**config.mk**
```make
export PLATFORM = sky130hd
export DESIGN_NAME = hvt_front
export DESIGN_NICKNAME = d
export VERILOG_FILES = /design/src/rtl/histogram_valley_threshold_unit_defines.svh /design/src/rtl/hvt_pkg.sv /design/src/rtl/hvt_front.sv
export SDC_FILE = /design/constraint.sdc
export NUM_CORES = 1
export LEC_CHECK = 0
export CAP_MARGIN = 10
export CORE_MARGIN = 1.5
export CORE_UTILIZATION = 60
export CTS_BUF_LIST = sky130_fd_sc_hd__clkbuf_4 sky130_fd_sc_hd__clkbuf_8 sky130_fd_sc_hd__clkbuf_16
export DETAILED_ROUTE_END_ITERATION = 8
export DONT_BUFFER_PORTS = 1
export PLACE_DENSITY_LB_ADDON = 0.15
export SYNTH_ARGS = -nofsm -noshare
export SYNTH_HDL_FRONTEND = slang
export SYNTH_SLANG_ARGS = --single-unit
```
**constraint.sdc**
```tcl
create_clock -name clk_i -period 3.15 [get_ports clk_i]
set_input_delay 0.63 -clock clk_i [delete_from_list [all_inputs] [get_ports clk_i]]
set_output_delay 0.63 -clock clk_i [all_outputs]
set_load 0.02 [all_outputs]
```
**src/rtl/histogram_valley_threshold_unit_defines.svh**
```systemverilog
`ifndef HISTOGRAM_VALLEY_THRESHOLD_UNIT_DEFINES_SVH
`define HISTOGRAM_VALLEY_THRESHOLD_UNIT_DEFINES_SVH

// Same-cycle implication, sampled on clk_i, off during reset.
`define HVT_ASSERT_IMPL(lbl, ante, cons) \
  lbl: assert property (@(posedge clk_i) disable iff (!rst_ni) (ante) |-> (cons)) \
    else $error("hvt assertion failed");

// Next-cycle implication, sampled on clk_i, off during reset.
`define HVT_ASSERT_NEXT(lbl, ante, cons) \
  lbl: assert property (@(posedge clk_i) disable iff (!rst_ni) (ante) |=> (cons)) \
    else $error("hvt assertion failed");

`endif

```
**src/rtl/hvt_pkg.sv**
```systemverilog
`timescale 1ns / 1ps
`default_nettype none

package hvt_pkg;

  localparam int COUNT_BITS = 21;
  localparam int NUM_BINS   = 256;
  localparam int BIN_W      = 8;
  localparam int LIMIT_W    = 21;
  localparam int LEVEL_W    = 9;
  localparam int CMP_W      = (COUNT_BITS > LIMIT_W) ? COUNT_BITS : LIMIT_W;
  localparam int FIFO_DEPTH = 4;
  localparam int FIFO_AW    = 2;

  localparam logic [LIMIT_W-1:0]    LIMIT_RESET = LIMIT_W'(500);
  localparam logic [LEVEL_W-1:0]    NO_VALLEY   = LEVEL_W'(256);
  localparam logic [COUNT_BITS-1:0] COUNT_MAX   = '1;
  localparam logic [BIN_W-1:0]      LAST_BIN    = '1;

  typedef logic [COUNT_BITS-1:0] count_t;

  typedef struct packed {
    logic             valid;
    logic             last;
    logic [BIN_W-1:0] bin;
  } hvt_head_t;

  typedef struct packed {
    logic pop;
  } hvt_ctl_t;

  typedef enum logic [2:0] {
    ST_COUNT,
    ST_DRAIN,
    ST_PEAK,
    ST_WALK,
    ST_EMIT
  } hvt_state_e;

endpackage

`default_nettype wire

```
**src/rtl/hvt_front.sv**
```systemverilog
`timescale 1ns / 1ps
`default_nettype none

module hvt_front import hvt_pkg::*; (
  input  wire logic             clk_i,
  input  wire logic             rst_ni,
  input  wire logic             in_valid_i,
  output logic                  in_stall_o,
  input  wire logic [BIN_W-1:0] pixel_value_i,
  input  wire logic             frame_last_i,
  input  wire hvt_ctl_t         ctl_i,
  output hvt_head_t             head_o
);

  logic [BIN_W:0]   q_mem [FIFO_DEPTH];
  logic [FIFO_AW-1:0] wr_ptr_q, wr_ptr_d;
  logic [FIFO_AW-1:0] rd_ptr_q, rd_ptr_d;
  logic [FIFO_AW:0]   cnt_q, cnt_d;
  logic               push;
  logic               pop;

  assign in_stall_o = (cnt_q == (FIFO_AW + 1)'(FIFO_DEPTH));
  assign push       = in_valid_i && !in_stall_o;
  assign pop        = ctl_i.pop;

  assign head_o.valid = (cnt_q != '0);
  assign head_o.last  = q_mem[rd_ptr_q][BIN_W];
  assign head_o.bin   = q_mem[rd_ptr_q][BIN_W-1:0];

  always_comb begin
    wr_ptr_d = push ? wr_ptr_q + 1'b1 : wr_ptr_q;
    rd_ptr_d = pop ? rd_ptr_q + 1'b1 : rd_ptr_q;
    cnt_d    = cnt_q;
    if (push && !pop) begin
      cnt_d = cnt_q + 1'b1;
    end else if (pop && !push) begin
      cnt_d = cnt_q - 1'b1;
    end
  end

  always_ff @(posedge clk_i or negedge rst_ni) begin
    if (!rst_ni) begin
      wr_ptr_q <= '0;
      rd_ptr_q <= '0;
      cnt_q    <= '0;
    end else begin
      wr_ptr_q <= wr_ptr_d;
      rd_ptr_q <= rd_ptr_d;
      cnt_q    <= cnt_d;
    end
  end

  always_ff @(posedge clk_i) begin
    if (push) begin
      q_mem[wr_ptr_q] <= {frame_last_i, pixel_value_i};
    end
  end

endmodule

`default_nettype wire

```
Yosys cells after proc, flatten, opt, wreduce, memory -nomap -nowiden
Memories as Yosys holds them, arrays and structs flattened.
Index checks and enable logic that the tools add are counted.
W data, S select, Z words.
Storage, ports and cells
  register bits: 7
  memory bits (writable): 36
  input bits: 13
  output and inout bits: 11
  logic and storage cells: 21
  memories kept: 1
Cells by class
  add/sub/neg operators: 4
  equality and inequality tests: 1
  mux-type cells: 4
  reduce and logical (&&, ||, !) cells: 8
Memory list
  q_mem: depth 4, width 9, rd ports 1, clocked after Yosys merged registers in 0, wr ports 1, line hvt_front.sv:15  | logic [BIN_W:0] q_mem [FIFO_DEPTH];
Operator list (number)
  $mux W3: 2
  $add A2 B1 Y2 const B: 2
  $add A3 B1 Y3 const B: 1
  $eq A3 B3 Y1 const B: 1
  $logic_and A1 B1 Y1: 3
  $logic_not A1 Y1: 3
  $reduce_bool A3 Y1: 1
  $sub A3 B1 Y3 const B: 1
  $mux W1: 2
  $reduce_bool A2 Y1: 1

Logic depth before layout (Yosys ltp)
Gate-level depths: netlist of run 1.
  depth in word-level cells: 7
  depth in mapped cells: 9
  gate-level depth less buffers: 8

Worst setup path before layout of run 1
OpenSTA, ideal clock, no wires.
  kind: reg-to-reg
  from: reg cnt_q[1]
  to: reg cnt_q[1]
  library setup time: 0.125 ns
  arrival: 1.859 ns
  data required time: 3.025 ns
  path slack: 1.166 ns
  stages on the path, launching flop included: 8
  buffers on the path: 1
  clock period less this slack: 1.984 ns
  path through: dfrtp_1 -> nor3b_4 -> nor2b_2 -> buf_6 -> ha_1 -> inv_1 -> fa_1 -> mux2_2
Between the ends
  elaborated cells between the ends (all ways): 11
  those cells by class: add/sub (2); eq/ne (1); mux (2); reduce/logical (6)
RTL lines
  start: declaration: line hvt_front.sv:18  | logic [FIFO_AW:0] cnt_q, cnt_d;
  start signal: assignment: line hvt_front.sv:49  | cnt_q <= cnt_d;
  $eq A3 B3 Y1: line hvt_front.sv:22  | assign in_stall_o = (cnt_q == (FIFO_AW + 1)'(FIFO_DEPTH));
  named net in_stall_o: line hvt_front.sv:8  | output logic in_stall_o,
  $logic_not A1 Y1: line hvt_front.sv:23  | assign push = in_valid_i && !in_stall_o;
  $logic_and A1 B1 Y1: line hvt_front.sv:23
  named net push: line hvt_front.sv:19  | logic push;
  $logic_and A1 B1 Y1: line hvt_front.sv:34  | if (push && !pop) begin
  $mux W3: line hvt_front.sv:34
  named net cnt_d[1]: line hvt_front.sv:18
The timed path passes the listed nets, and every way through them passes these cells. The select of a mux whose other input is x is not followed.
A chain may end at the register's enable or synchronous reset.

==> impl_metrics.json, run 1 <==
{
  "leakagePower_nw": 0.645,
  "m1WireLength_mm": 1.02,
  "layout_min_cycle_time_ns": 2.41,
  "critPathKind": "reg -> out",
  "worst_pin_slew_ns": 0.651,
  "ant_nets": 0,
  "critPathLaunchType": "flip-flop",
  "syn_avg_cell_area_um2": 21.1,
  "cp.arrival_ns": 1.78,
  "crit_fanout": 11,
  "hold_buffers": 1,
  "crit_buf_inv": 0,
  "rsz0062_at_grt": "no",
  "slew_headroom": 0.566,
  "gp_congestion": 0.680,
  "pin_count": 24,
  "hold_ws_ns": 0.376,
  "synthTopCellsByArea": "edfxtp_1, mux4_2, dfrtp_1",
  "cts_made_buffers": 5,
  "drt-pass1-iter-count": 6,
  "ys_ff_latch": 43,
  "crit_path_max_incr_delay_ns": 0.78,
  "routed.top_layer": "met4",
  "vias": 718,
  "grt-ovfl-total": 0,
  "min_period_over_period": 0.765,
  "required_ns": 2.52,
  "grt_pass1_wl_mm": 4.00,
  "synth_warnings": 0,
  "synth_area_mm2": 0.00173,
  "yosysSeqAreaShare": 0.725,
  "finalHoldViolCount": 0,
  "critical-path-slowest-cell": "dfrtp_1",
  "cts_tree": "done",
  "met3WireLength_um": 132,
  "powerDensity_mw_per_mm2": 947,
  "area_growth_pct": 6.21,
  "core_area_mm2": 0.00276,
  "holdPathStages": 1,
  "wl_per_cell_um": 20.5,
  "fillerInstances": 190,
  "cts-root-buf": "clkbuf_4",
  "routed_wirelength_mm": 2.44,
  "dieHeight_um": 56.7,
  "setup_viol": 0,
  "cts_resized": 0,
  "rr_worst_depth": 8,
  "htreeDepth": 2,
  "worstSetupPathDepth": 1,
  "cts_buffer_depth": 2,
  "die_area_mm2": 0.00322,
  "drtIter0Drc": 16,
  "synthesis.instances": 82,
  "grt_pass1_vias": 809,
  "status": "completed",
  "skew_ns": 0.0106,
  "crit_chain": "mux4_2",
  "clock.fmax_ghz": 0.415,
  "clkTransAtPathRegs_ns": 0.11,
  "yosys.area.top_type": "edfxtp_1",
  "cp-end-kind": "output pin",
  "syn_nets": 101,
  "start_util": 0.628,
  "via_per_inst": 6.03,
  "wl_met2_mm": 1.26,
  "layout-drive-gt1-share": 0.295,
  "drc": 0,
  "grt_max_degree": 14,
  "yosys.area.top_type_share": 0.624,
  "grtUsageTotal": 0.177,
  "synth.distinct_cells": 19,
  "cts_setup_buffers": 0,
  "slew_viol_final": 0,
  "rows": 19,
  "die_w_um": 56.7,
  "cp_top_family": "flip-flops",
  "cts.sinks": 43,
  "io_buffer_count": 0,
  "antenna_found_initial": 0,
  "hold_path.class": "in -> reg",
  "peakVddDrop_mv": 0.648,
  "worstSkewPairLatency_ns": 0.34,
  "n_antenna_cell": 0,
  "fin_tns_setup_ns": 0,
  "max-cap-violations": 0,
  "fin_nets": 106
}
state kept, by name (all words and copies together) (netlist names):
register  count
q_mem        36
cnt_q         3
rd_ptr_q      2
wr_ptr_q      2
per-layer routing:
metal,vias up,track usage
met5,-,0
met4,0,0.0986
met3,4,0.0645
met2,22,0.276
met1,368,0.213
li1,324,-
cells in the mapped netlist (all sizes together):
cell,n
nor3b,1
fa,1
mux2,2
mux4,9
and2,4
nor2,1
inv,4
dfrtp,7
or3,1
ha,5
edfxtp,36
nand2,1
buf,3
xor2,3
xnor2,3
nor2b,1
power by group:
group          switching, mW  internal (mW)
clock                  0.159          0.186
sequential             0.128          0.767
combinational          0.271          0.230
total                  0.559           1.18
layout make-up:
type                       count  area [um2]  share of cell area
inverter                       4        15.0             0.00816
multi-input combinational     32         437               0.237
tap                           31        38.8              0.0211
timing repair buffer           1        10.0             0.00544
clock buffer                   7        52.6              0.0286
sequential                    43        1260               0.683
clock inverter                 1        30.0              0.0163
through the flow:
stage	total power, mW	std cells	cell area (um2)	util	setup slack, ns
finish	1.74	119	1840	0.667	0.740
global route	1.84	119	1840	0.667	0.609
detailed placement	1.42	110	1750	0.633	0.953
CTS	1.76	119	1840	0.667	0.691
global placement	1.39	110	1750	0.633	1.07
floorplan	1.34	82	1730	-	1.17
worst paths after layout:
path / from / end / slack [ns]
worst min-delay path: ctl_i / rd_ptr_q[0] / 0.38
max in group asynchronous: rst_ni / wr_ptr_q[1] / 2.29
min in group asynchronous: rst_ni / cnt_q[2] / 0.61
worst max register to register: cnt_q[2] / cnt_q[2] / 0.98
worst min register to register: cnt_q[2] / cnt_q[2] / 0.54
worst max-delay path: rd_ptr_q[0] / head_o[6] / 0.74
kinds of logic (layout without fill, tap and decap cells):
logic type	after synthesis	in the layout	synth area share
buf+inv	7	13	0.0224
fa+ha+maj	6	6	0.0477
flops	43	43	0.725
xor+xnor	6	6	0.0304
simple gates	9	9	0.0419
mux	11	11	0.132
layout by cell type, fill, tap and decap left out:
master	count
or3_2	1
inv_1	4
nor2_1	1
fa_1	1
ha_1	5
dlygate4sd3_1	1
clkbuf_4	7
dfrtp_1	7
mux2_2	1
bufinv_16	1
nor3b_4	1
mux4_2	9
xor2_1	3
edfxtp_1	36
nor2b_2	1
and2_2	4
nand2_1	1
xnor2_1	3
mux2_4	1
Power figures use the tool's default switching activity.
==> run 2: changes to the inputs <==
--- a/config.mk
+++ b/config.mk
@@ -5,9 +5,10 @@
 export SDC_FILE = /design/constraint.sdc
 export NUM_CORES = 1
 export LEC_CHECK = 0
+export ABC_AREA = 1
 export CAP_MARGIN = 10
 export CORE_MARGIN = 1.5
-export CORE_UTILIZATION = 60
+export CORE_UTILIZATION = 56
 export CTS_BUF_LIST = sky130_fd_sc_hd__clkbuf_4 sky130_fd_sc_hd__clkbuf_8 sky130_fd_sc_hd__clkbuf_16
 export DETAILED_ROUTE_END_ITERATION = 8
 export DONT_BUFFER_PORTS = 1
==> constraint.sdc (replaced) <==
create_clock -name clk_i -period 2.2 [get_ports clk_i]
set_input_delay 0.44 -clock clk_i [delete_from_list [all_inputs] [get_ports clk_i]]
set_output_delay 0.44 -clock clk_i [all_outputs]
set_load 0.02 [all_outputs]
==> run 2 against run 1 <==
  * Synthesized cell count rose by 93%
  * First-iteration DRC count rose by 69%
  * Critical endpoint is now head_o[1]
  * Clock skew fell by 0.0014 ns
  * Wire length rose by 22%
==> impl_metrics.json, run 2 <==
{
  "grt_pass1_wl_mm": 4.55,
  "swShare": 0.419,
  "rows": 21,
  "cts_tree": "done",
  "synthTopCellsByArea": "edfxtp_1, dfrtp_1, nand2_1",
  "cts-root-buf": "clkbuf_4",
  "routed_wirelength_mm": 2.98,
  "vias": 1039,
  "worstSetupPathDepth": 3,
  "utilization": 0.619,
  "min_period_over_period": 0.875,
  "worstSkewPairLatency_ns": 0.36,
  "synthesis.instances": 158,
  "critPathLaunchType": "flip-flop",
  "worst_pin_slew_ns": 0.510,
  "slew_headroom": 0.660,
  "grt_pass1_vias": 1023,
  "met3_usage": 0.0725,
  "pwr-share-seq": 0.459,
  "yosysMostFrequentCell": "nand2_1",
  "r2r-end": "cnt_q[1]",
  "cp-end-kind": "output pin",
  "die_area_mm2": 0.00384,
  "rr_worst_depth": 9,
  "cts_made_buffers": 5,
  "via_per_inst": 4.86,
  "top_register": "q_mem",
  "grt_max_degree": 25,
  "hpwl_mm": 2.11,
  "io_buffer_count": 0,
  "gr-max-usage-layer": "met2",
  "yosys-top-cells-count": "nand2_1, edfxtp_1, inv_1",
  "power_frac_comb": 0.397,
  "worstReg2RegStart": "cnt_q[0]",
  "yosys.area.top_type_share": 0.555,
  "grt-ovfl-total": 0,
  "use_met1": 0.206,
  "synthFlopType": "edfxtp_1",
  "area_growth_pct": 6.11,
  "n_antenna_cell": 0,
  "drc": 0,
  "hold_ws_ns": 0.144,
  "synth_warnings": 0,
  "crit_buf_inv": 1,
  "drt-pass1-iter-count": 4,
  "clkPwrFrac": 0.144,
  "start_util": 0.583,
  "yosys.area.top_type": "edfxtp_1",
  "reg_top3": "q_mem: 36 flops, cnt_q: 3 flops",
  "hold_path.class": "in -> reg",
  "cts.sinks": 43,
  "largest_reg_flops": 36,
  "crit_chain": "inv_6, o211ai_2, nand2_1",
  "yosysSeqAreaShare": 0.645,
  "fin_tns_setup_ns": 0,
  "ys_ff_latch": 43,
  "critPathKind": "reg -> out",
  "clkTransAtPathRegs_ns": 0.13,
  "die_w_um": 62.0,
  "grt_use_met2": 0.295,
  "wl_per_cell_um": 13.9,
  "status": "completed",
  "synth.distinct_cells": 23,
  "final_common_cell": "nand2_1",
  "required_ns": 1.76,
  "power_switching_mw": 1.12,
  "cp_top_family": "flip-flops",
  "fin_nets": 186,
  "final_cell_mix": "nand2_1, edfxtp_1, inv_1",
  "core_area_mm2": 0.00334,
  "crit_fanout": 10,
  "peakVddDrop_mv": 0.519,
  "htreeDepth": 2,
  "max-cap-violations": 0,
  "dieHeight_um": 62.0,
  "layout-drive-gt1-share": 0.179,
  "rsz0062_at_grt": "no",
  "gp_congestion": 0.736,
  "startpoint": "rd_ptr_q[1]",
  "synthArstFlopShare": 0.163,
  "clock.fmax_ghz": 0.519,
  "crit_end": "head_o[1]",
  "cp.arrival_ns": 1.48,
  "synth_edf_count": 36,
  "critical-path-slowest-cell": "dfrtp_1",
  "setup_viol": 0,
  "skew_ns": 0.00916,
  "layout_min_cycle_time_ns": 1.92,
  "syn_avg_cell_area_um2": 12.3,
  "synth_area_mm2": 0.00195,
  "syn_nets": 177,
  "crit_path_max_incr_delay_ns": 0.59,
  "finalHoldViolCount": 0,
  "drtIter0Drc": 27,
  "antenna_found_initial": 0,
  "leakagePower_nw": 0.871,
  "cts_buffer_depth": 2,
  "rrSetupSlack_ns": 0.41,
  "powerDensity_mw_per_mm2": 1290,
  "slew_viol_final": 0,
  "ant_nets": 0,
  "grtUsageTotal": 0.178,
  "cts_setup_buffers": 0,
  "holdPathStages": 1,
  "intPower_mw": 1.55,
  "pin_count": 24
}
-- run 2: metal layers --
metal | vias up | part of all wire
met3 | 6 | 0.050
met5 | - | 0
met4 | 0 | 0.016
li1 | 541 | -
met1 | 474 | 0.44
met2 | 18 | 0.49
-- run 2: worst min path at each step --
| stage | start | endpoint | slack [ns] |
|---|---|---|---|
| after floorplan | rst_ni | cnt_q[0] | 0.14 |
| after global placement | rst_ni | wr_ptr_q[0] | 0.14 |
| after detailed placement | rst_ni | wr_ptr_q[0] | 0.14 |
| after CTS | ctl_i | rd_ptr_q[0] | 0.13 |
| after global routing | frame_last_i | q_mem[3][8] | 0.13 |
| final | ctl_i | rd_ptr_q[0] | 0.14 |
-- run 2: area by class of cell --
cell class / instances / area (um2)
Fill cell: 288 / 1270
Sequential cell: 43 / 1260
Multi-Input combinational cell: 76 / 503
Inverter: 34 / 133
Tap cell: 46 / 57.6
Timing Repair Buffer: 7 / 55.1
Clock buffer: 5 / 37.5
Clock inverter: 3 / 23.8
-- run 2: through the flow --
| step | total power, mW | instances | area (um2) | setup slack (ns) |
|---|---|---|---|---|
| final | 2.67 | 214 | 2070 | 0.275 |
| after global routing | 2.87 | 214 | 2070 | 0.206 |
| after CTS | 2.70 | 214 | 2070 | 0.267 |
| after detailed placement | 2.31 | 205 | 1990 | 0.415 |
| after global placement | 2.26 | 205 | 1990 | 0.523 |
| after floorplan | 2.16 | 158 | 1950 | 0.571 |
-- run 2: power by group through the flow --
stage                     logic, mW  registers [mW]  clock network [mW]
after floorplan               0.974            1.18                   0
after global placement         1.03            1.23                   0
after detailed placement       1.07            1.25                   0
after CTS                      1.07            1.23               0.398
after global routing           1.19            1.25               0.432
final                          1.06            1.22               0.384
-- run 2: worst reg2reg max path: cells and delay by family, from the launching register on --
kind / cells / cell delay, ns
fa+ha+maj: 2 / 0.62
flops: 1 / 0.45
compound gates: 1 / 0.07
simple gates: 3 / 0.34
buf+inv: 3 / 0.21
-- run 2: repair_timing --
item	CTS	global route
hold buffers	1	0
endpoints found under the hold margin	7	0
gates resized for setup	0	0
endpoints found under the setup margin	0	0
-- run 2: cells by family (layout without fill, tap and decap cells) --
| kind of cell | Yosys count | after routing | share of synthesized area |
|---|---|---|---|
| and+or+nand+nor | 48 | 48 | 0.101 |
| DFF | 43 | 43 | 0.645 |
| buffers and inverters | 39 | 49 | 0.0964 |
| AOI/OAI and AO/OA | 19 | 19 | 0.0977 |
| adders and majority gates | 6 | 6 | 0.0424 |
| xor gates and xnor gates | 3 | 3 | 0.0174 |
